## src/rtl/core/seven_segment_decimal_scanner_defines.svh

```systemverilog
// ----------------------------------------------------------------------------
// Assertion macros
// Shared concurrent assertion shorthands for the decimal scanner RTL.
// ----------------------------------------------------------------------------
`ifndef SEVEN_SEGMENT_DECIMAL_SCANNER_DEFINES_SVH
`define SEVEN_SEGMENT_DECIMAL_SCANNER_DEFINES_SVH

`ifndef ASSERT_OFF
// same-cycle implication
`define SSDS_ASSERT_IMP(label, clk, rst_n, ante, cons) \
	label: assert property (@(posedge clk) disable iff (!rst_n) (ante) |-> (cons)) \
		else $error("assertion failed");
// next-cycle implication
`define SSDS_ASSERT_NEXT(label, clk, rst_n, ante, cons) \
	label: assert property (@(posedge clk) disable iff (!rst_n) (ante) |=> (cons)) \
		else $error("assertion failed");
`else
`define SSDS_ASSERT_IMP(label, clk, rst_n, ante, cons)
`define SSDS_ASSERT_NEXT(label, clk, rst_n, ante, cons)
`endif

`endif

```

## src/rtl/core/ssds_pkg.sv

```systemverilog
// ----------------------------------------------------------------------------
// Decimal scanner package
// Widths, segment table, reciprocal constants and shared types.
// ----------------------------------------------------------------------------
package ssds_pkg;

	localparam int unsigned VALUE_W         = 14;
	localparam int unsigned DWELL_W         = 16;
	localparam int unsigned MASK_W          = 4;
	localparam int unsigned ENABLE_W        = 4;
	localparam int unsigned SEG_W           = 8;
	localparam int unsigned DIGIT_W         = 4;
	localparam int unsigned USED_W          = 3;
	localparam int unsigned BCD_DIGITS      = 5;
	localparam int unsigned PROD_W          = 32;
	localparam int unsigned DIGIT_COUNT_DEF = 4;
	localparam int unsigned APB_DATA_W      = 32;
	localparam int unsigned APB_ADDR_W      = 3;

	localparam logic [DWELL_W-1:0] DWELL_RESET = 16'd25000;
	localparam logic [SEG_W-1:0]   POINT_BIT   = 8'h80;

	// segments a..g for digits 0..9; other codes stay dark
	localparam logic [SEG_W-1:0] SEG_TABLE [16] = '{
		8'h3F, 8'h06, 8'h5B, 8'h4F, 8'h66, 8'h6D, 8'h7D, 8'h07,
		8'h7F, 8'h6F, 8'h00, 8'h00, 8'h00, 8'h00, 8'h00, 8'h00
	};

	// floor(v / 10^k) = (v * MUL) >> SHIFT, exact for every 14-bit v
	localparam int unsigned RECIP_MUL   [BCD_DIGITS] = '{1, 6554, 10486, 16778, 13422};
	localparam int unsigned RECIP_SHIFT [BCD_DIGITS] = '{0, 16, 20, 24, 27};

	typedef enum logic {
		REG_DWELL_TICKS = 1'b0,
		REG_POINT_MASK  = 1'b1
	} reg_idx_t;

	// converted load value: digits left-aligned, position 0 first
	typedef struct packed {
		logic [BCD_DIGITS-1:0][DIGIT_W-1:0] digit;
		logic [USED_W-1:0]                  used;
		logic                               clamped;
	} conv_t;

	function automatic int unsigned pow10(input int unsigned n);
		int unsigned r;
		r = 1;
		for (int unsigned i = 0; i < n; i++) begin
			r = r * 10;
		end
		return r;
	endfunction

endpackage

```

## src/rtl/core/ssds_if.sv

```systemverilog
// ----------------------------------------------------------------------------
// Decimal scanner channels
// Valid/ready interfaces for the item input and the display result.
// ----------------------------------------------------------------------------
interface ssds_item_if;
	logic                           valid;
	logic                           ready;
	logic                           cmd;
	logic [ssds_pkg::VALUE_W-1:0]   value;

	modport source (output valid, output cmd, output value, input ready);
	modport sink   (input valid, input cmd, input value, output ready);
endinterface

interface ssds_result_if;
	logic                           valid;
	logic                           ready;
	logic [ssds_pkg::ENABLE_W-1:0]  digit_enable_n;
	logic [ssds_pkg::SEG_W-1:0]     segments;
	logic                           over_range;

	modport source (output valid, output digit_enable_n, output segments, output over_range,
		input ready);
	modport sink   (input valid, input digit_enable_n, input segments, input over_range,
		output ready);
endinterface

```

## src/rtl/core/ssds_bcd.sv

```systemverilog
// ----------------------------------------------------------------------------
// Load value converter
// Clamps a binary value, splits it into decimal digits and left-aligns them.
// ----------------------------------------------------------------------------
module ssds_bcd #(
	parameter int unsigned DIGIT_COUNT = ssds_pkg::DIGIT_COUNT_DEF
) (
	input  logic [ssds_pkg::VALUE_W-1:0] value,
	output ssds_pkg::conv_t              conv
);

	localparam int unsigned VW        = ssds_pkg::VALUE_W;
	localparam int unsigned ND        = ssds_pkg::BCD_DIGITS;
	localparam int unsigned LIMIT     = ssds_pkg::pow10(DIGIT_COUNT) - 1;
	localparam bit          CAN_CLAMP = LIMIT < ((1 << VW) - 1);
	localparam logic [VW-1:0] LIMIT_V = VW'(LIMIT);

	logic                                     clamped;
	logic [VW-1:0]                            v;
	logic [ssds_pkg::PROD_W-1:0]              prod [ND];
	logic [VW-1:0]                            quot [ND];
	logic [ND-1:0][ssds_pkg::DIGIT_W-1:0]     digit;
	logic [ND-1:0][ssds_pkg::DIGIT_W-1:0]     aligned;
	logic [ssds_pkg::USED_W-1:0]              used;

	assign clamped = CAN_CLAMP && (value > LIMIT_V);
	assign v       = clamped ? LIMIT_V : value;

	// all quotients in parallel, then each digit is q_k - 10*q_(k+1)
	always_comb begin
		for (int k = 0; k < ND; k++) begin
			prod[k] = ssds_pkg::PROD_W'(v) * ssds_pkg::PROD_W'(ssds_pkg::RECIP_MUL[k]);
			quot[k] = VW'(prod[k] >> ssds_pkg::RECIP_SHIFT[k]);
		end
		for (int k = 0; k < ND - 1; k++) begin
			digit[k] = ssds_pkg::DIGIT_W'(quot[k] - ((quot[k+1] << 3) + (quot[k+1] << 1)));
		end
		digit[ND-1] = ssds_pkg::DIGIT_W'(quot[ND-1]);
	end

	// zero still shows one digit
	always_comb begin
		used = ssds_pkg::USED_W'(1);
		for (int k = 0; k < ND; k++) begin
			if (digit[k] != '0) begin
				used = ssds_pkg::USED_W'(k + 1);
			end
		end
	end

	// most significant digit goes to position 0
	always_comb begin
		for (int p = 0; p < ND; p++) begin
			aligned[p] = '0;
			for (int k = 0; k < ND; k++) begin
				if (int'(used) == k + p + 1) begin
					aligned[p] = digit[k];
				end
			end
		end
	end

	assign conv.digit   = aligned;
	assign conv.used    = used;
	assign conv.clamped = clamped;

endmodule

```

## src/rtl/core/seven_segment_decimal_scanner.sv

```systemverilog
// ----------------------------------------------------------------------------
// Seven-segment decimal scanner
// Multiplexed drive for a common-cathode display of DIGIT_COUNT digits.
// Input channel "item": cmd 1 loads value (clamped, shown left-aligned in
// decimal), cmd 0 is one refresh tick. Every item transfer yields exactly one
// transfer on "result": active-low digit enables, segments a..g plus decimal
// point, and the over-range flag of the last load.
// The item is registered, converted to decimal digits into the conversion
// stage register, then the scan update is registered into the result
// register that drives result valid. One item is taken every
// cycle; a stalled result stalls all three stages together.
// Registers over APB: dwell_ticks at 0x0, point_mask at 0x4; write only
// while no item is in flight.
// Reset blanks the display, clears the pipeline and sets dwell_ticks to
// 25000 and point_mask to 0.
// ----------------------------------------------------------------------------
`include "seven_segment_decimal_scanner_defines.svh"

module seven_segment_decimal_scanner #(
	parameter int unsigned DIGIT_COUNT = ssds_pkg::DIGIT_COUNT_DEF
) (
	input  logic                              clk,
	input  logic                              arst_n,
	input  logic                              psel,
	input  logic                              penable,
	input  logic                              pwrite,
	input  logic [ssds_pkg::APB_ADDR_W-1:0]   paddr,
	input  logic [ssds_pkg::APB_DATA_W-1:0]   pwdata,
	output logic [ssds_pkg::APB_DATA_W-1:0]   prdata,
	output logic                              pready,
	ssds_item_if.sink                         item,
	ssds_result_if.source                     result
);

	localparam int unsigned POS_W       = (DIGIT_COUNT > 1) ? $clog2(DIGIT_COUNT) : 1;
	localparam int unsigned CMP_W       = (POS_W + 1 > ssds_pkg::USED_W) ?
		POS_W + 1 : ssds_pkg::USED_W;
	localparam int unsigned LOAD_DIGITS = (DIGIT_COUNT < ssds_pkg::BCD_DIGITS) ?
		DIGIT_COUNT : ssds_pkg::BCD_DIGITS;
	localparam int unsigned DW          = ssds_pkg::DIGIT_W;

	// configuration
	logic [ssds_pkg::DWELL_W-1:0]  dwell_ticks_q;
	logic [ssds_pkg::MASK_W-1:0]   point_mask_q;

	// pipeline
	logic                          adv;
	logic                          v_s1, v_s2;
	logic                          cmd_s1, cmd_s2;
	logic [ssds_pkg::VALUE_W-1:0]  value_s1;
	ssds_pkg::conv_t               conv_s1, conv_s2;

	// scan state
	logic [DW-1:0]                 digits_q [DIGIT_COUNT];
	logic [DW-1:0]                 digits_d [DIGIT_COUNT];
	logic [DW-1:0]                 load_digits [DIGIT_COUNT];
	logic [ssds_pkg::USED_W-1:0]   used_q, used_d;
	logic [POS_W-1:0]              scan_q, scan_d;
	logic [ssds_pkg::DWELL_W-1:0]  dwell_q, dwell_d, dwell_inc, limit;
	logic [CMP_W-1:0]              scan_inc;
	logic                          clamp_q, clamp_d;

	// result
	logic                          out_valid_q;
	logic [ssds_pkg::ENABLE_W-1:0] enable_n_d, enable_n_q;
	logic [ssds_pkg::SEG_W-1:0]    segments_d, segments_q;
	logic                          over_range_q;

	// ------------------------------------------------------------------ APB
	assign pready = 1'b1;

	always_ff @(posedge clk or negedge arst_n) begin
		if (!arst_n) begin
			dwell_ticks_q <= ssds_pkg::DWELL_RESET;
			point_mask_q  <= '0;
		end else if (psel && penable && pwrite) begin
			unique case (ssds_pkg::reg_idx_t'(paddr[2]))
				ssds_pkg::REG_DWELL_TICKS: dwell_ticks_q <= pwdata[ssds_pkg::DWELL_W-1:0];
				ssds_pkg::REG_POINT_MASK:  point_mask_q  <= pwdata[ssds_pkg::MASK_W-1:0];
			endcase
		end
	end

	always_comb begin
		unique case (ssds_pkg::reg_idx_t'(paddr[2]))
			ssds_pkg::REG_DWELL_TICKS: prdata = ssds_pkg::APB_DATA_W'(dwell_ticks_q);
			ssds_pkg::REG_POINT_MASK:  prdata = ssds_pkg::APB_DATA_W'(point_mask_q);
		endcase
	end

	// ------------------------------------------------------------- pipeline
	// all stages move together whenever the result register can take data
	assign adv        = !out_valid_q || result.ready;
	assign item.ready = adv;

	always_ff @(posedge clk or negedge arst_n) begin
		if (!arst_n) begin
			v_s1        <= 1'b0;
			v_s2        <= 1'b0;
			out_valid_q <= 1'b0;
		end else if (adv) begin
			v_s1        <= item.valid;
			v_s2        <= v_s1;
			out_valid_q <= v_s2;
		end
	end

	ssds_bcd #(
		.DIGIT_COUNT(DIGIT_COUNT)
	) u_bcd (
		.value (value_s1),
		.conv  (conv_s1)
	);

	always_ff @(posedge clk) begin
		if (adv) begin
			cmd_s1   <= item.cmd;
			value_s1 <= item.value;
			cmd_s2   <= cmd_s1;
			conv_s2  <= conv_s1;
			if (v_s2) begin
				enable_n_q   <= enable_n_d;
				segments_q   <= segments_d;
				over_range_q <= clamp_d;
			end
		end
	end

	// ----------------------------------------------------------- scan state
	for (genvar p = 0; p < DIGIT_COUNT; p++) begin : g_load
		if (p < ssds_pkg::BCD_DIGITS) begin : g_digit
			assign load_digits[p] = conv_s2.digit[p];
		end else begin : g_blank
			assign load_digits[p] = '0;
		end
	end

	always_comb begin
		digits_d  = digits_q;
		used_d    = used_q;
		scan_d    = scan_q;
		clamp_d   = clamp_q;
		dwell_inc = ssds_pkg::DWELL_W'(dwell_q + 1'b1);
		limit     = (dwell_ticks_q == '0) ? ssds_pkg::DWELL_W'(1) : dwell_ticks_q;
		scan_inc  = CMP_W'(scan_q) + CMP_W'(1);
		dwell_d   = dwell_inc;
		if (cmd_s2) begin
			digits_d = load_digits;
			used_d   = conv_s2.used;
			scan_d   = '0;
			dwell_d  = '0;
			clamp_d  = conv_s2.clamped;
		end else if (dwell_inc >= limit) begin
			dwell_d = '0;
			// wrap after the last used position
			if (used_q != '0) begin
				scan_d = (scan_inc >= CMP_W'(used_q)) ? '0 : POS_W'(scan_inc);
			end
		end
	end

	always_comb begin
		enable_n_d = '1;
		segments_d = '0;
		if (used_d != '0) begin
			segments_d = ssds_pkg::SEG_TABLE[digits_d[scan_d]];
			for (int b = 0; b < ssds_pkg::ENABLE_W; b++) begin
				if (CMP_W'(scan_d) == CMP_W'(b)) begin
					enable_n_d[b] = 1'b0;
					if (point_mask_q[b]) begin
						segments_d = segments_d | ssds_pkg::POINT_BIT;
					end
				end
			end
		end
	end

	always_ff @(posedge clk or negedge arst_n) begin
		if (!arst_n) begin
			for (int p = 0; p < DIGIT_COUNT; p++) begin
				digits_q[p] <= '0;
			end
			used_q  <= '0;
			scan_q  <= '0;
			dwell_q <= '0;
			clamp_q <= 1'b0;
		end else if (adv && v_s2) begin
			digits_q <= digits_d;
			used_q   <= used_d;
			scan_q   <= scan_d;
			dwell_q  <= dwell_d;
			clamp_q  <= clamp_d;
		end
	end

	assign result.valid          = out_valid_q;
	assign result.digit_enable_n = enable_n_q;
	assign result.segments       = segments_q;
	assign result.over_range     = over_range_q;

	// ----------------------------------------------------------- assertions
	`SSDS_ASSERT_IMP(a_scan_in_range, clk, arst_n, used_q != '0, CMP_W'(scan_q) < CMP_W'(used_q))
	`SSDS_ASSERT_IMP(a_scan_blank_home, clk, arst_n, used_q == '0, scan_q == '0)
	`SSDS_ASSERT_IMP(a_used_bound, clk, arst_n, 1'b1, used_q <= ssds_pkg::USED_W'(LOAD_DIGITS))
	`SSDS_ASSERT_IMP(a_one_digit_lit, clk, arst_n, out_valid_q, enable_n_q == '1 || $onehot(~enable_n_q))
	`SSDS_ASSERT_NEXT(a_load_home, clk, arst_n, adv && v_s2 && cmd_s2, scan_q == '0 && dwell_q == '0)

endmodule

```

## src/flat_wrapper.sv

```systemverilog
// flat-port wrapper written by rule: the top's interface ports become plain ports
module seven_segment_decimal_scanner_flat 
#(
	parameter int unsigned DIGIT_COUNT = ssds_pkg::DIGIT_COUNT_DEF
)
  (clk, arst_n, psel, penable, pwrite, paddr, pwdata, prdata, pready, item_valid, item_cmd, item_value, item_ready, result_valid, result_digit_enable_n, result_segments, result_over_range, result_ready);
  ssds_item_if item_i ();
  ssds_result_if result_i ();
  input  logic clk;
  input  logic arst_n;
  input  logic psel;
  input  logic penable;
  input  logic pwrite;
  input  logic [ssds_pkg::APB_ADDR_W-1:0] paddr;
  input  logic [ssds_pkg::APB_DATA_W-1:0] pwdata;
  output logic [ssds_pkg::APB_DATA_W-1:0] prdata;
  output logic pready;
  input wire logic [$bits(item_i.valid)-1:0] item_valid;
  input wire logic [$bits(item_i.cmd)-1:0] item_cmd;
  input wire logic [$bits(item_i.value)-1:0] item_value;
  output wire logic [$bits(item_i.ready)-1:0] item_ready;
  output wire logic [$bits(result_i.valid)-1:0] result_valid;
  output wire logic [$bits(result_i.digit_enable_n)-1:0] result_digit_enable_n;
  output wire logic [$bits(result_i.segments)-1:0] result_segments;
  output wire logic [$bits(result_i.over_range)-1:0] result_over_range;
  input wire logic [$bits(result_i.ready)-1:0] result_ready;
  assign item_i.valid = item_valid;
  assign item_i.cmd = item_cmd;
  assign item_i.value = item_value;
  assign item_ready = item_i.ready;
  assign result_valid = result_i.valid;
  assign result_digit_enable_n = result_i.digit_enable_n;
  assign result_segments = result_i.segments;
  assign result_over_range = result_i.over_range;
  assign result_i.ready = result_ready;
  seven_segment_decimal_scanner #(.DIGIT_COUNT(DIGIT_COUNT)) u_core (.clk(clk), .arst_n(arst_n), .psel(psel), .penable(penable), .pwrite(pwrite), .paddr(paddr), .pwdata(pwdata), .prdata(prdata), .pready(pready), .item(item_i), .result(result_i));
endmodule
```

## config.mk

```make
export PLATFORM = sky130hd
export DESIGN_NAME = seven_segment_decimal_scanner_flat
export DESIGN_NICKNAME = d
export VERILOG_FILES = /design/src/rtl/core/ssds_pkg.sv /design/src/rtl/core/ssds_if.sv /design/src/rtl/core/ssds_bcd.sv /design/src/rtl/core/seven_segment_decimal_scanner.sv /design/src/flat_wrapper.sv
export VERILOG_INCLUDE_DIRS = /design/src /design/src/rtl/core
export SDC_FILE = /design/constraint.sdc
export NUM_CORES = 1
export LEC_CHECK = 0
export BUFFER_PORTS_ARGS = -buffer_cell sky130_fd_sc_hd__buf_2
export CORE_UTILIZATION = 40
export DETAILED_ROUTE_END_ITERATION = 6
export GPL_TIMING_DRIVEN = 1
export PLACE_DENSITY = 0.62
export SYNTH_ARGS = -nofsm -noshare
export SYNTH_HDL_FRONTEND = slang
export SYNTH_SLANG_ARGS = --single-unit
```

## constraint.sdc

```tcl
create_clock -name clk -period 17.3 [get_ports clk]
set_input_delay 1.73 -clock clk [delete_from_list [all_inputs] [get_ports clk]]
set_output_delay 1.73 -clock clk [all_outputs]
set_load 0.02 [all_outputs]
```

==> results_dict.tcl <==
set metrics [dict create \
    max-cap-violations 0 \
    route.detailed.drc 4 \
    tns_ns 0 \
    fin_nets 2232 \
    root_buffer "clkbuf_16" \
    synth.distinct_cells 86 \
    syn-instance-count 1676 \
    cpMostUsedCell "xnor2_1" \
    cts_tree "done" \
    ff_latch_area_um2 3010 \
    skew_ns 0.00722 \
    min_period_ns 10.10 \
    slowest_delay_ns 0.79 \
    slew_headroom_pct 28.7 \
    synth_seq_area_share_pct 18.7 \
    syn_to_final_growth_pct 7.29 \
    synth_common_cells "358 x inv_1, 286 x ha_1, 159 x fa_1" \
    cts_hold_buf 0 \
    path_class "reg2reg" \
    period_share_pct 58.4 \
    rsz0062_at_grt "no" \
    cts_sinks 110 \
    yosysWarnings 0 \
    grt_usage_pct 20.5 \
    setup_viol 0 \
    dp.final_hpwl_um 33300 \
    status "finished with violations" \
    numCtsBuffers 9 \
    synthTopCellsByArea "ha_1 22%, fa_1 20%, edfxtp_1 9.2%" \
    grt_pass1_wl_um 65800 \
    cts_resized 0 \
    row_count 73 \
    drt_iter0_markers 882 \
    grt_max_degree 62 \
    die_x_um 202 \
    fmax_ghz 0.0990 \
    antenna_left 0 \
    ios 105 \
    fillCellCount 3882 \
    crit_arrival_ns 10.20 \
    hold_class "reg2reg" \
    yosysMostFrequentCell "inv_1" \
    h-tree-depth 3 \
    initial_utilization_pct 40.5 \
    fp.coreArea_um2 39600 \
    violations "design-rule violations" \
    hold_viol_final 0 \
    drt-total-wl_um 40500 \
    antenna_found_initial 0 \
    place_congestion 0.946 \
    yosys.area.top_type "ha_1" \
    avgSynthCellArea_um2 9.59 \
    cp_slowest_cell "xor2_1" \
    path_clk_slew_ns 0.08 \
    cts_setup_buffers 0 \
    clk_latency_ns 0.36 \
    worst-path-max-fanout 22 \
    drv_slew 0 \
    synthFlopType "dfrtp_1" \
    vias 11800 \
    synth_area_um2 16100 \
    grt_pass1_vias 12100 \
    io_buffers 69 \
    postSynth.asyncResetShare_pct 55.5 \
    ys_ff_latch 110 \
    endpoint_kind "flop" \
    clock_path_buffers 2 \
    die-area_um2 41000 \
    multiInputGateArea_um2 11500 \
    worstMarginPinSlew_ns 1.06 \
    post_drt_wl_per_cell_um 17.9 \
    globalRouteOverflowTotal 0 \
    n_antenna_cell 0 \
    start_kind "flop" \
    finish.utilization_pct 43.5 \
    drtPass1Iterations 7 \
    die_y_um 202 \
    via_per_inst 5.22 \
    worstPathRequired_ns 17.40 \
    synth_edf_count 49 \
    yosysTopAreaCellShare_pct 22.3 \
    drive_above_1_share_pct 9.97 \
]
==> flip-flops by register name, indices dropped and copies added, names as in the netlist, 4 cells and up <==
register and cells:
u_core.conv_s2 20, u_core.digits_q 16, u_core.dwell_q 16, u_core.dwell_ticks_q 16
u_core.point_mask_q 4, u_core.result.digit_enable_n 4, u_core.result.segments 8, u_core.value_s1 14
==> critical path: cells and delay by family, from the launching register on <==
family	cells	cell delay, ns
AO/OA/AOI/OAI	9	2.01
flip-flops	1	0.74
XOR/XNOR	8	2.48
adder cells (fa/ha/maj)	6	2.60
AND/OR/NAND/NOR	3	1.23
buffers and inverters	4	0.76
==> stage by stage <==
step	setup WS (ns)	hold slack (ns)	cell area [um2]	std cells
floorplan	9.63	0.400	16100	1691
global placement	7.56	0.440	16900	2244
detailed placement	7.51	0.426	16900	2244
CTS	7.48	0.467	17200	2260
global route	6.99	0.482	17200	2260
finish	7.20	0.453	17200	2260
==> logic make-up after synthesis <==
group | share of synthesized area, %
buffers and inverters | 10.2
adder cells (fa/ha/maj) | 42.1
multiplexers | 4.00
AO/OA/AOI/OAI | 11.1
AND/OR/NAND/NOR | 9.16
XOR/XNOR | 4.68
other | 0.0467
flip-flops | 18.7
==> routing by layer <==
layer	track usage (%)	part of all wire, %	up-vias
li1	-	-	5653
met1	27.3	44	5728
met2	34.3	47	348
met3	3.63	6.6	65
met4	5.53	2.5	0
met5	0	0	-
==> layout make-up <==
type                    count  area share (%)
flip-flops and latches    110            17.4
repair buffers             79            2.44
clock buffers               9            1.31
multi-input cells        1165            66.6
inverters                 365            7.95
well taps                 525            3.81
clock inverters             7           0.450
==> final timing paths <==
kind	slack (ns)	to	start	cells after the start
worst max-delay path	7.20	u_core.conv_s2[4]	u_core.value_s1[7]	30
worst min-delay path	0.45	u_core.cmd_s2	u_core.cmd_s1	0
worst max register to register	7.20	u_core.conv_s2[4]	u_core.value_s1[7]	30
worst min register to register	0.45	u_core.cmd_s2	u_core.cmd_s1	0
max in group asynchronous	15.26	u_core.dwell_ticks_q[0]	arst_n	2
min in group asynchronous	1.52	u_core.digits_q[15]	arst_n	2
==> cells in the final DEF (no fill, tap or decap), types with 24 or more instances in the layout <==
cell,Yosys,layout
a21o_1,24,24
nand2_1,86,86
buf_2,4,69
ha_1,286,286
o21ai_0,53,53
a21oi_1,55,55
inv_1,358,358
edfxtp_1,49,49
xor2_1,28,28
nor2_1,61,61
dfrtp_1,55,55
fa_1,159,159
xnor2_1,50,50
mux2_2,48,48
Power is not shown: default switching activity piles up to over one toggle a cycle in this logic, so the estimate is an artifact.
